File: src/hw/rtl/pbr_pkg.sv
// Shared types and constants of the polynomial bisection root unit.
`timescale 1ns / 1ps

package pbr_pkg;

   localparam int FIELD_W     = 48;
   localparam int CSR_INDEX_W = 3;
   localparam int DEGREE_W    = 3;
   localparam int TOL_W       = 25;

   localparam logic [CSR_INDEX_W-1:0] CSR_COEF_0    = 3'd0;
   localparam logic [CSR_INDEX_W-1:0] CSR_POLY_DEG  = 3'd5;
   localparam logic [CSR_INDEX_W-1:0] CSR_TOLERANCE = 3'd6;

   localparam logic [DEGREE_W-1:0] DEGREE_RESET = 3'd4;
   localparam logic [TOL_W-1:0]    TOL_RESET    = 25'd1;

   localparam int MUL_STEP_W = 3;
   localparam logic [MUL_STEP_W-1:0] MUL_LAST_STEP = 3'd4;

   typedef enum logic [1:0] {
      SHIFT_NONE = 2'd0,
      SHIFT_HALF = 2'd1,
      SHIFT_FULL = 2'd2
   } pp_shift_type;

   typedef enum logic [9:0] {
      S_IDLE       = 10'b00_0000_0001,
      S_BOUND_GO   = 10'b00_0000_0010,
      S_BOUND_WAIT = 10'b00_0000_0100,
      S_CHECK      = 10'b00_0000_1000,
      S_MUL_GO     = 10'b00_0001_0000,
      S_MUL_WAIT   = 10'b00_0010_0000,
      S_ROUND      = 10'b00_0100_0000,
      S_ADD        = 10'b00_1000_0000,
      S_SIGN       = 10'b01_0000_0000,
      S_DONE       = 10'b10_0000_0000
   } state_type;

endpackage

File: src/hw/rtl/pbr_mul.sv
// Shared unsigned multiplier: four half-width partial products accumulated over cycles.
`timescale 1ns / 1ps

module pbr_mul
   import pbr_pkg::*;
#(
   parameter int HALF_W = 24
) (
   input  logic                  clock,
   input  logic                  reset,
   input  logic                  mul_start,
   input  logic [2*HALF_W-1:0]   mul_op_a,
   input  logic [2*HALF_W-1:0]   mul_op_b,
   output logic                  mul_done,
   output logic [4*HALF_W-1:0]   mul_product
);

   localparam int OP_W   = 2 * HALF_W;
   localparam int PROD_W = 4 * HALF_W;

   logic [OP_W-1:0]       op_a_ff, op_b_ff;
   logic [MUL_STEP_W-1:0] step_ff, step_in;
   logic                  run_ff, run_in;
   logic                  done_ff, done_in;
   logic [OP_W-1:0]       pp_ff, pp_in;
   pp_shift_type          shift_ff, shift_in;
   logic [PROD_W-1:0]     acc_ff, acc_in;

   logic [HALF_W-1:0] a_chunk, b_chunk;
   logic [PROD_W-1:0] pp_aligned;

   assign a_chunk = step_ff[0] ? op_a_ff[OP_W-1:HALF_W] : op_a_ff[HALF_W-1:0];
   assign b_chunk = step_ff[1] ? op_b_ff[OP_W-1:HALF_W] : op_b_ff[HALF_W-1:0];

   always_comb begin
      case (shift_ff)
         SHIFT_NONE: pp_aligned = PROD_W'(pp_ff);
         SHIFT_HALF: pp_aligned = PROD_W'(pp_ff) << HALF_W;
         SHIFT_FULL: pp_aligned = PROD_W'(pp_ff) << OP_W;
         default:    pp_aligned = '0;
      endcase
   end

   always_comb begin
      step_in  = step_ff;
      run_in   = run_ff;
      done_in  = 1'b0;
      pp_in    = pp_ff;
      shift_in = shift_ff;
      acc_in   = acc_ff;
      if (mul_start) begin
         step_in = '0;
         run_in  = 1'b1;
         acc_in  = '0;
      end else if (run_ff) begin
         if (step_ff != '0) begin
            acc_in = acc_ff + pp_aligned;
         end
         if (step_ff == MUL_LAST_STEP) begin
            run_in  = 1'b0;
            done_in = 1'b1;
         end else begin
            pp_in    = OP_W'(a_chunk) * OP_W'(b_chunk);
            shift_in = pp_shift_type'({1'b0, step_ff[0]} + {1'b0, step_ff[1]});
            step_in  = step_ff + MUL_STEP_W'(1);
         end
      end
   end

   always_ff @(posedge clock) begin
      if (reset) begin
         run_ff  <= 1'b0;
         done_ff <= 1'b0;
         step_ff <= '0;
      end else begin
         run_ff  <= run_in;
         done_ff <= done_in;
         step_ff <= step_in;
      end
   end

   always_ff @(posedge clock) begin
      if (mul_start) begin
         op_a_ff <= mul_op_a;
         op_b_ff <= mul_op_b;
      end
      pp_ff    <= pp_in;
      shift_ff <= shift_in;
      acc_ff   <= acc_in;
   end

   assign mul_done    = done_ff;
   assign mul_product = acc_ff;

endmodule

File: src/hw/rtl/polynomial_bisection_root_unit.sv
// Top level of the polynomial bisection root unit: sequencer, Horner datapath and CSRs.
`timescale 1ns / 1ps

// Finds a root of c0 + c1*x + ... + c4*x^4 (signed fixed point, FRAC_BITS fraction
// bits) by bisecting the bracket given with each request transaction; one response
// transaction per request. The unit works on one request at a time and holds
// req_stall high meanwhile. All multiplies go through one shared multiplier that
// needs four partial-product passes per multiply. The number of halvings is at most
// MAX_ITER. The response sits in an output register, so the next request is taken
// while the previous response is still waiting. The user must write CSRs only while
// the unit is idle; the unit itself does not enforce this.

module polynomial_bisection_root_unit
   import pbr_pkg::*;
#(
   parameter int WORD_WIDTH = 48,
   parameter int FRAC_BITS  = 24,
   parameter int MAX_DEGREE = 4,
   parameter int MAX_ITER   = 64
) (
   input  logic                      clock,
   input  logic                      reset,
   input  logic                      csr_write_enable,
   input  logic [CSR_INDEX_W-1:0]    csr_index,
   input  logic [FIELD_W-1:0]        csr_write_data,
   input  logic                      req_valid,
   output logic                      req_stall,
   input  logic signed [FIELD_W-1:0] req_interval_low,
   input  logic signed [FIELD_W-1:0] req_interval_high,
   input  logic signed [FIELD_W-1:0] req_value_at_low,
   output logic                      rsp_valid,
   input  logic                      rsp_stall,
   output logic signed [FIELD_W-1:0] rsp_root,
   output logic                      rsp_exact_zero,
   output logic                      rsp_iteration_cap_hit,
   output logic                      rsp_overflow_seen
);

   localparam int W       = WORD_WIDTH;
   localparam int F       = FRAC_BITS;
   localparam int XW      = (W > FIELD_W) ? W : FIELD_W;
   localparam int HALF_A  = (W + 1) / 2;
   localparam int HALF_B  = (TOL_W + 1) / 2;
   localparam int HALF_W  = (HALF_A > HALF_B) ? HALF_A : HALF_B;
   localparam int OP_W    = 2 * HALF_W;
   localparam int PROD_W  = 4 * HALF_W;
   localparam int CMP_W   = PROD_W + F;
   localparam int DW      = $clog2(MAX_DEGREE + 1);
   localparam int IW      = $clog2(MAX_ITER + 1);

   localparam logic [W-1:0]        WMAX_U   = {1'b0, {(W-1){1'b1}}};
   localparam logic signed [W-1:0] WMAX     = WMAX_U;
   localparam logic signed [W-1:0] WMIN     = ~WMAX_U;
   localparam logic [W-1:0]        ONE_Q    = W'(1) << F;
   localparam logic [PROD_W:0]     HALF_LSB = (PROD_W+1)'(1) << (F - 1);
   localparam logic [PROD_W:0]     LIM_POS  = (PROD_W+1)'(WMAX_U);
   localparam logic [PROD_W:0]     LIM_NEG  = (PROD_W+1)'(WMAX_U) + (PROD_W+1)'(1);

   function automatic logic signed [W-1:0] to_word(input logic signed [FIELD_W-1:0] v);
      logic signed [XW-1:0] x, lim_hi, lim_lo;
      x      = XW'(v);
      lim_hi = {{(XW-W+1){1'b0}}, {(W-1){1'b1}}};
      lim_lo = ~lim_hi;
      if (x > lim_hi) x = lim_hi;
      else if (x < lim_lo) x = lim_lo;
      return x[W-1:0];
   endfunction

   function automatic logic signed [FIELD_W-1:0] to_field(input logic signed [W-1:0] v);
      logic signed [XW-1:0] x, lim_hi, lim_lo;
      x      = XW'(v);
      lim_hi = {{(XW-FIELD_W+1){1'b0}}, {(FIELD_W-1){1'b1}}};
      lim_lo = ~lim_hi;
      if (x > lim_hi) x = lim_hi;
      else if (x < lim_lo) x = lim_lo;
      return x[FIELD_W-1:0];
   endfunction

   function automatic logic [W-1:0] mag(input logic signed [W-1:0] v);
      return v[W-1] ? W'(-v) : W'(v);
   endfunction

   // configuration
   logic signed [W-1:0] coef_ff [MAX_DEGREE+1];
   logic [DEGREE_W-1:0] degree_ff;
   logic [TOL_W-1:0]    tol_ff;

   // sequencer and datapath
   state_type           state_ff, state_in;
   logic signed [W-1:0] a_ff, a_in, b_ff, b_in, xm_ff, xm_in, p_ff, p_in, root_ff, root_in;
   logic                pa_nz_ff, pa_nz_in, pa_neg_ff, pa_neg_in, neg_ff, neg_in;
   logic                zero_ff, zero_in, cap_ff, cap_in, sat_ff, sat_in;
   logic [DW-1:0]       k_ff, k_in;
   logic [IW-1:0]       it_ff, it_in;

   // response register
   logic                      rsp_valid_ff, rsp_valid_in;
   logic signed [FIELD_W-1:0] rsp_root_ff;
   logic                      rsp_zero_ff, rsp_cap_ff, rsp_ovf_ff, rsp_load;

   logic                      mul_start, mul_done;
   logic [OP_W-1:0]           mul_op_a, mul_op_b;
   logic [PROD_W-1:0]         mul_product;

   logic signed [W:0]   sum_ab, diff_ab, sum_pc;
   logic signed [W-1:0] mid_w, coef_rd, req_pa_w;
   logic [W-1:0]        width_w, bound_m;
   logic [DW-1:0]       deg_eff, coef_idx;
   logic                tol_pass, req_take;
   logic [PROD_W:0]     rnd, rnd_q;

   assign sum_ab  = (W+1)'(a_ff) + (W+1)'(b_ff);
   assign mid_w   = sum_ab[W:1];
   assign diff_ab = (W+1)'(b_ff) - (W+1)'(a_ff);
   assign width_w = diff_ab[W] ? W'(-diff_ab) : diff_ab[W-1:0];
   assign bound_m = mag(a_ff) + ONE_Q;
   assign tol_pass = (CMP_W'(width_w) << F) <= CMP_W'(mul_product);

   assign deg_eff  = (degree_ff > DEGREE_W'(MAX_DEGREE)) ? DW'(MAX_DEGREE)
                                                          : degree_ff[DW-1:0];
   assign coef_idx = (state_ff == S_CHECK) ? deg_eff : k_ff - DW'(1);
   assign coef_rd  = coef_ff[coef_idx];
   assign sum_pc   = (W+1)'(p_ff) + (W+1)'(coef_rd);

   assign rnd   = (PROD_W+1)'(mul_product) + HALF_LSB;
   assign rnd_q = rnd >> F;

   assign mul_start = (state_ff == S_BOUND_GO) || (state_ff == S_MUL_GO);
   assign mul_op_a  = (state_ff == S_BOUND_GO) ? OP_W'(bound_m) : OP_W'(mag(p_ff));
   assign mul_op_b  = (state_ff == S_BOUND_GO) ? OP_W'(tol_ff) : OP_W'(mag(xm_ff));

   assign req_stall = (state_ff != S_IDLE);
   assign req_take  = req_valid && (state_ff == S_IDLE);
   assign req_pa_w  = to_word(req_value_at_low);

   pbr_mul #(
      .HALF_W (HALF_W)
   ) u_mul (
      .clock       (clock),
      .reset       (reset),
      .mul_start   (mul_start),
      .mul_op_a    (mul_op_a),
      .mul_op_b    (mul_op_b),
      .mul_done    (mul_done),
      .mul_product (mul_product)
   );

   always_comb begin
      state_in  = state_ff;
      a_in      = a_ff;
      b_in      = b_ff;
      xm_in     = xm_ff;
      p_in      = p_ff;
      root_in   = root_ff;
      pa_nz_in  = pa_nz_ff;
      pa_neg_in = pa_neg_ff;
      neg_in    = neg_ff;
      zero_in   = zero_ff;
      cap_in    = cap_ff;
      sat_in    = sat_ff;
      k_in      = k_ff;
      it_in     = it_ff;
      rsp_load  = 1'b0;
      case (state_ff)
         S_IDLE: begin
            if (req_valid) begin
               a_in      = to_word(req_interval_low);
               b_in      = to_word(req_interval_high);
               pa_nz_in  = |req_pa_w;
               pa_neg_in = req_pa_w[W-1];
               zero_in   = 1'b0;
               cap_in    = 1'b0;
               sat_in    = 1'b0;
               it_in     = '0;
               state_in  = S_BOUND_GO;
            end
         end
         S_BOUND_GO: state_in = S_BOUND_WAIT;
         S_BOUND_WAIT: begin
            if (mul_done) state_in = S_CHECK;
         end
         S_CHECK: begin
            if (tol_pass) begin
               root_in  = mid_w;
               state_in = S_DONE;
            end else if (it_ff >= IW'(MAX_ITER)) begin
               cap_in   = 1'b1;
               root_in  = mid_w;
               state_in = S_DONE;
            end else begin
               xm_in    = mid_w;
               p_in     = coef_rd;
               k_in     = deg_eff;
               state_in = (deg_eff == '0) ? S_SIGN : S_MUL_GO;
            end
         end
         S_MUL_GO: begin
            neg_in   = p_ff[W-1] ^ xm_ff[W-1];
            state_in = S_MUL_WAIT;
         end
         S_MUL_WAIT: begin
            if (mul_done) state_in = S_ROUND;
         end
         S_ROUND: begin
            if (!neg_ff) begin
               if (rnd_q > LIM_POS) begin
                  p_in   = WMAX;
                  sat_in = 1'b1;
               end else begin
                  p_in = rnd_q[W-1:0];
               end
            end else begin
               if (rnd_q > LIM_NEG) begin
                  p_in   = WMIN;
                  sat_in = 1'b1;
               end else begin
                  p_in = W'(-rnd_q[W-1:0]);
               end
            end
            state_in = S_ADD;
         end
         S_ADD: begin
            if (sum_pc > (W+1)'(WMAX)) begin
               p_in   = WMAX;
               sat_in = 1'b1;
            end else if (sum_pc < (W+1)'(WMIN)) begin
               p_in   = WMIN;
               sat_in = 1'b1;
            end else begin
               p_in = sum_pc[W-1:0];
            end
            k_in     = k_ff - DW'(1);
            state_in = (k_ff == DW'(1)) ? S_SIGN : S_MUL_GO;
         end
         S_SIGN: begin
            if (p_ff == '0) begin
               zero_in  = 1'b1;
               root_in  = xm_ff;
               state_in = S_DONE;
            end else begin
               if (pa_nz_ff && (pa_neg_ff != p_ff[W-1])) begin
                  b_in = xm_ff;
               end else begin
                  a_in      = xm_ff;
                  pa_nz_in  = 1'b1;
                  pa_neg_in = p_ff[W-1];
               end
               it_in    = it_ff + IW'(1);
               state_in = S_BOUND_GO;
            end
         end
         S_DONE: begin
            if (!rsp_valid_ff || !rsp_stall) begin
               rsp_load = 1'b1;
               state_in = S_IDLE;
            end
         end
         default: state_in = S_IDLE;
      endcase
   end

   always_comb begin
      rsp_valid_in = rsp_valid_ff;
      if (rsp_load) rsp_valid_in = 1'b1;
      else if (rsp_valid_ff && !rsp_stall) rsp_valid_in = 1'b0;
   end

   always_ff @(posedge clock) begin
      if (reset) begin
         state_ff     <= S_IDLE;
         rsp_valid_ff <= 1'b0;
      end else begin
         state_ff     <= state_in;
         rsp_valid_ff <= rsp_valid_in;
      end
   end

   always_ff @(posedge clock) begin
      if (reset) begin
         for (int i = 0; i <= MAX_DEGREE; i++) coef_ff[i] <= '0;
         degree_ff <= DEGREE_RESET;
         tol_ff    <= TOL_RESET;
      end else if (csr_write_enable) begin
         for (int i = 0; i <= MAX_DEGREE; i++) begin
            if (csr_index == CSR_COEF_0 + CSR_INDEX_W'(i)) coef_ff[i] <= to_word(csr_write_data);
         end
         if (csr_index == CSR_POLY_DEG) degree_ff <= csr_write_data[DEGREE_W-1:0];
         if (csr_index == CSR_TOLERANCE) tol_ff <= csr_write_data[TOL_W-1:0];
      end
   end

   always_ff @(posedge clock) begin
      a_ff      <= a_in;
      b_ff      <= b_in;
      xm_ff     <= xm_in;
      p_ff      <= p_in;
      root_ff   <= root_in;
      pa_nz_ff  <= pa_nz_in;
      pa_neg_ff <= pa_neg_in;
      neg_ff    <= neg_in;
      zero_ff   <= zero_in;
      cap_ff    <= cap_in;
      sat_ff    <= sat_in;
      k_ff      <= k_in;
      it_ff     <= it_in;
      if (rsp_load) begin
         rsp_root_ff <= to_field(root_ff);
         rsp_zero_ff <= zero_ff;
         rsp_cap_ff  <= cap_ff;
         rsp_ovf_ff  <= sat_ff;
      end
   end

   assign rsp_valid             = rsp_valid_ff;
   assign rsp_root              = rsp_root_ff;
   assign rsp_exact_zero        = rsp_zero_ff;
   assign rsp_iteration_cap_hit = rsp_cap_ff;
   assign rsp_overflow_seen     = rsp_ovf_ff;

   a_take_starts_bound: assert property (@(posedge clock) disable iff (reset)
      req_take |=> (state_ff == S_BOUND_GO))
      else $error("accepted transaction did not start a bound multiply");

   a_done_only_waiting: assert property (@(posedge clock) disable iff (reset)
      mul_done |-> (state_ff == S_BOUND_WAIT || state_ff == S_MUL_WAIT))
      else $error("multiplier finished while sequencer was not waiting");

   a_add_has_term: assert property (@(posedge clock) disable iff (reset)
      (state_ff == S_ADD || state_ff == S_MUL_GO) |-> (k_ff != '0))
      else $error("Horner step with no coefficient left");

   a_iter_bounded: assert property (@(posedge clock) disable iff (reset)
      (state_ff != S_IDLE) |-> (it_ff <= IW'(MAX_ITER)))
      else $error("halving count beyond limit");

   a_flags_exclusive: assert property (@(posedge clock) disable iff (reset)
      rsp_valid |-> !(rsp_exact_zero && rsp_iteration_cap_hit))
      else $error("exact zero and iteration cap both set");

endmodule
File: config.mk
export PLATFORM = sky130hd
export DESIGN_NAME = polynomial_bisection_root_unit
export DESIGN_NICKNAME = d
export VERILOG_FILES = /design/src/hw/rtl/pbr_pkg.sv /design/src/hw/rtl/pbr_mul.sv /design/src/hw/rtl/polynomial_bisection_root_unit.sv
export SDC_FILE = /design/constraint.sdc
export NUM_CORES = 2
export LEC_CHECK = 0
export ABC_AREA = 1
export BUFFER_PORTS_ARGS = -buffer_cell sky130_fd_sc_hd__buf_2
export CELL_PAD_IN_SITES_DETAIL_PLACEMENT = 1
export CELL_PAD_IN_SITES_GLOBAL_PLACEMENT = 2
export CORE_MARGIN = 10
export CORE_UTILIZATION = 33
export CTS_CLUSTER_SIZE = 20
export DETAILED_ROUTE_END_ITERATION = 10
export PLACE_DENSITY_LB_ADDON = 0.1
export SLEW_MARGIN = 20
export SYNTH_ARGS = -nofsm -noshare
export SYNTH_HDL_FRONTEND = slang
export SYNTH_HIERARCHICAL = 1
export SYNTH_SLANG_ARGS = --single-unit
export TNS_END_PERCENT = 30
File: constraint.sdc
create_clock -name clock -period 6.6 [get_ports clock]
set_input_delay 1.32 -clock clock [delete_from_list [all_inputs] [get_ports clock]]
set_output_delay 1.32 -clock clock [all_outputs]
set_load 0.1 [all_outputs]
==> flow_summary.yaml <==
sta:
  final_critical_path_setup_slack_ps: -402
  final_setup_violation_count: 31
  min_period_ps: 7000
  drv_slew: 0
  hold-worst-slack_ps: 372
  skew_ps: 109
  maxClockFrequency_mhz: 143
  hold_viol: 0
  tightest_slew_ps: 1180
  period_share: 1.06
  grt_setup_unrepaired: "true"
  slew_headroom: 0.206
layout:
  leading_cell_type_in_the_layout_fill_and_taps_excluded: "nand2_1"
  finalCoreUtilization: 0.389
  layout_common_cells: "nand2_1 (3586), inv_1 (2180), nor2_1 (1671), edfxtp_1 (693), nand3_1 (587)"
  syn2layout_area_growth_pct: 17.7
  fin_nets: 14330
  area.sequential_mm2: 0.0236
  layout-drive-gt1-share: 0.129
  layout.filler_cells: 32666
  multi_input_gate_area_mm2: 0.0540
detailed_routing:
  drc: 0
  drt.antenna.violating_nets: 0
  routedWlPerCell_um: 26.0
  routed-via-count: 85588
  drt_iter0_drc: 6440
  post_drt_via_cell_ratio: 5.13
  drt_first_pass_iters: 6
  routed_wl_mm: 434
worst_setup_path:
  timing.critical_path.required_ps: 7100
  critPathMaxFanout: 11
  critPathKind: "reg -> reg"
  arrival_ps: 7500
  cp-start-kind: "flip-flop"
  critPathCaptureType: "flip-flop"
clock_tree:
  clk_pin_slew_worst_paths_ps: 70
  cts.root.buffer_cell: "clkbuf_16"
  clock_path_buffers: 3
  clock_sinks: 833
  tritoncts.num_buffers: 102
  cts-htree-levels: 3
  tritoncts: "built"
  clock_latency_ps: 830
yosys:
  postSynth.topFlopCell: "edfxtp_1"
  yosys_warnings: 6
  post_synth.cell_area_avg_um2: 6.84
  number_of_cells_produced_by_synthesis: 12547
  async_reset_ff_frac: 0
  netlist_cell_types: 69
  ys_seq_area_frac: 0.275
  synth_enable_flop_cells: 693
  synth.cell_area_mm2: 0.0858
  synth_fp_nets: 13708
  postSynthRegisterBits: 833
global_route:
  first_global_vias: 88106
  grtUsageTotal: 0.297
  grt_antenna_before_repair: 30
  grt_first_pass_wirelength_mm: 614
  grt_start_max_net_pins: 146
  grt_overflow: 0
die:
  chipHeight_um: 530
  die_width_um: 530
  initial_utilization: 0.331
  core_mm2: 0.259
  placement_rows: 187
  io_pins: 253
  die_area_mm2: 0.281
placed_design:
  io_buffers: 252
  routabilityCongestion: 0.987
  post_dp_hpwl_mm: 367
outcome:
  failed_checks: "setup timing"
  outcome: "complete, but fails checks"
flow_run:
  cap_violations: 0
min_path:
  min-delay-path-class: "reg -> reg"
## worst paths after layout
kind               startpoint              end  slack [ps]  cells after the start
max          u_mul/step_ff[1]  u_mul/pp_ff[42]        -400                     27
min               root_ff[36]     rsp_root[36]         370                      0
max reg2reg  u_mul/step_ff[1]  u_mul/pp_ff[42]        -400                     27
min reg2reg       root_ff[36]     rsp_root[36]         370                      0
## critical path: stages, from the launching register on
cell	delay, ps
dfxtp_4	380
inv_6	50
clkbuf_16	150
or2_2	280
o21ai_1	110
buf_4	200
clkinvlp_4	200
nand2_2	130
fa_2	470
fa_1	550
inv_1	50
fa_1	560
fa_1	450
fa_1	480
fa_1	560
inv_1	70
fa_1	530
inv_1	70
ha_4	270
buf_6	140
nand2_2	90
nor2_4	160
nand2_2	110
nor4_4	310
buf_4	160
nand3_1	70
nand3_2	90
xor2_1	60
## cell usage after synthesis (all sizes together) (65+ instances only)
library cell  count  share of area
fa              486           0.11
dfxtp           140          0.033
nor3            133         0.0083
inv            2276           0.10
nand3           609          0.037
clkbuf          247          0.011
o21ai           466          0.028
ha              475          0.069
nor4             65         0.0048
nand4           139          0.010
edfxtp          693           0.24
nand2          3701           0.16
buf             111         0.0066
a21oi           566          0.033
nor2           1816          0.083
xor2            259          0.027
## metrics by stage
step                      std cells  setup WS, ps  setup TNS (ps)  area [µm²]
after detailed placement      16383          -927          -21860       94700
after CTS                     16609          -289           -6360       99500
final                         16672          -402           -7040      101000
after global routing          16659          -649          -15150      101000
after floorplan               12547         -20.8           -52.4       85800
after global placement        16383          -991          -20450       94700
## sequential cells by signal (all words and copies together), names as in the netlist, 7 cells and up
signal             count
a_ff                  48
b_ff                  48
coef_ff              240
it_ff                  7
p_ff                  48
root_ff               48
rsp_root              48
state_ff              10
tol_ff                25
u_mul/mul_product     96
u_mul/op_a_ff         48
u_mul/op_b_ff         48
u_mul/pp_ff           48
xm_ff                 48
## cell type report
| cell class | count | share of cell area |
|---|---|---|
| diodes | 14 | 0.000347 |
| clock inverters | 66 | 0.00764 |
| repair buffers | 876 | 0.0684 |
| inverters | 2289 | 0.0857 |
| well taps | 3402 | 0.0422 |
| flip-flops and latches | 833 | 0.234 |
| clock buffers | 125 | 0.0264 |
| multi-input cells | 9067 | 0.535 |
## repair_timing
action	in CTS	in global routing
setup endpoints to repair	63	230
endpoints found under the hold margin	0	0
hold buffers	0	0
resized for setup	273	264
buffers inserted	35	46
pin swaps	68	95
gates cloned	0	3
## cell families after synthesis
kind of cell             share of synthesized area
XOR/XNOR                                    0.0323
flip-flops                                   0.275
AO/OA/AOI/OAI                               0.0777
buffers and inverters                        0.118
AND/OR/NAND/NOR                              0.314
adder cells (fa/ha/maj)                      0.183
multiplexers                              0.000233
## layer usage
| metal | vias to the layer above | track usage | wire, µm |
|---|---|---|---|
| met5 | - | 0 | 22 |
| met4 | 4 | 0.102 | 17600 |
| met3 | 552 | 0.0336 | 21800 |
| met2 | 2368 | 0.493 | 201000 |
| met1 | 42361 | 0.403 | 193000 |
| li1 | 40303 | - | - |
Power is left out: the tool's default activity adds up to more than one toggle a clock period on the data nets, which glitch-free logic cannot reach.
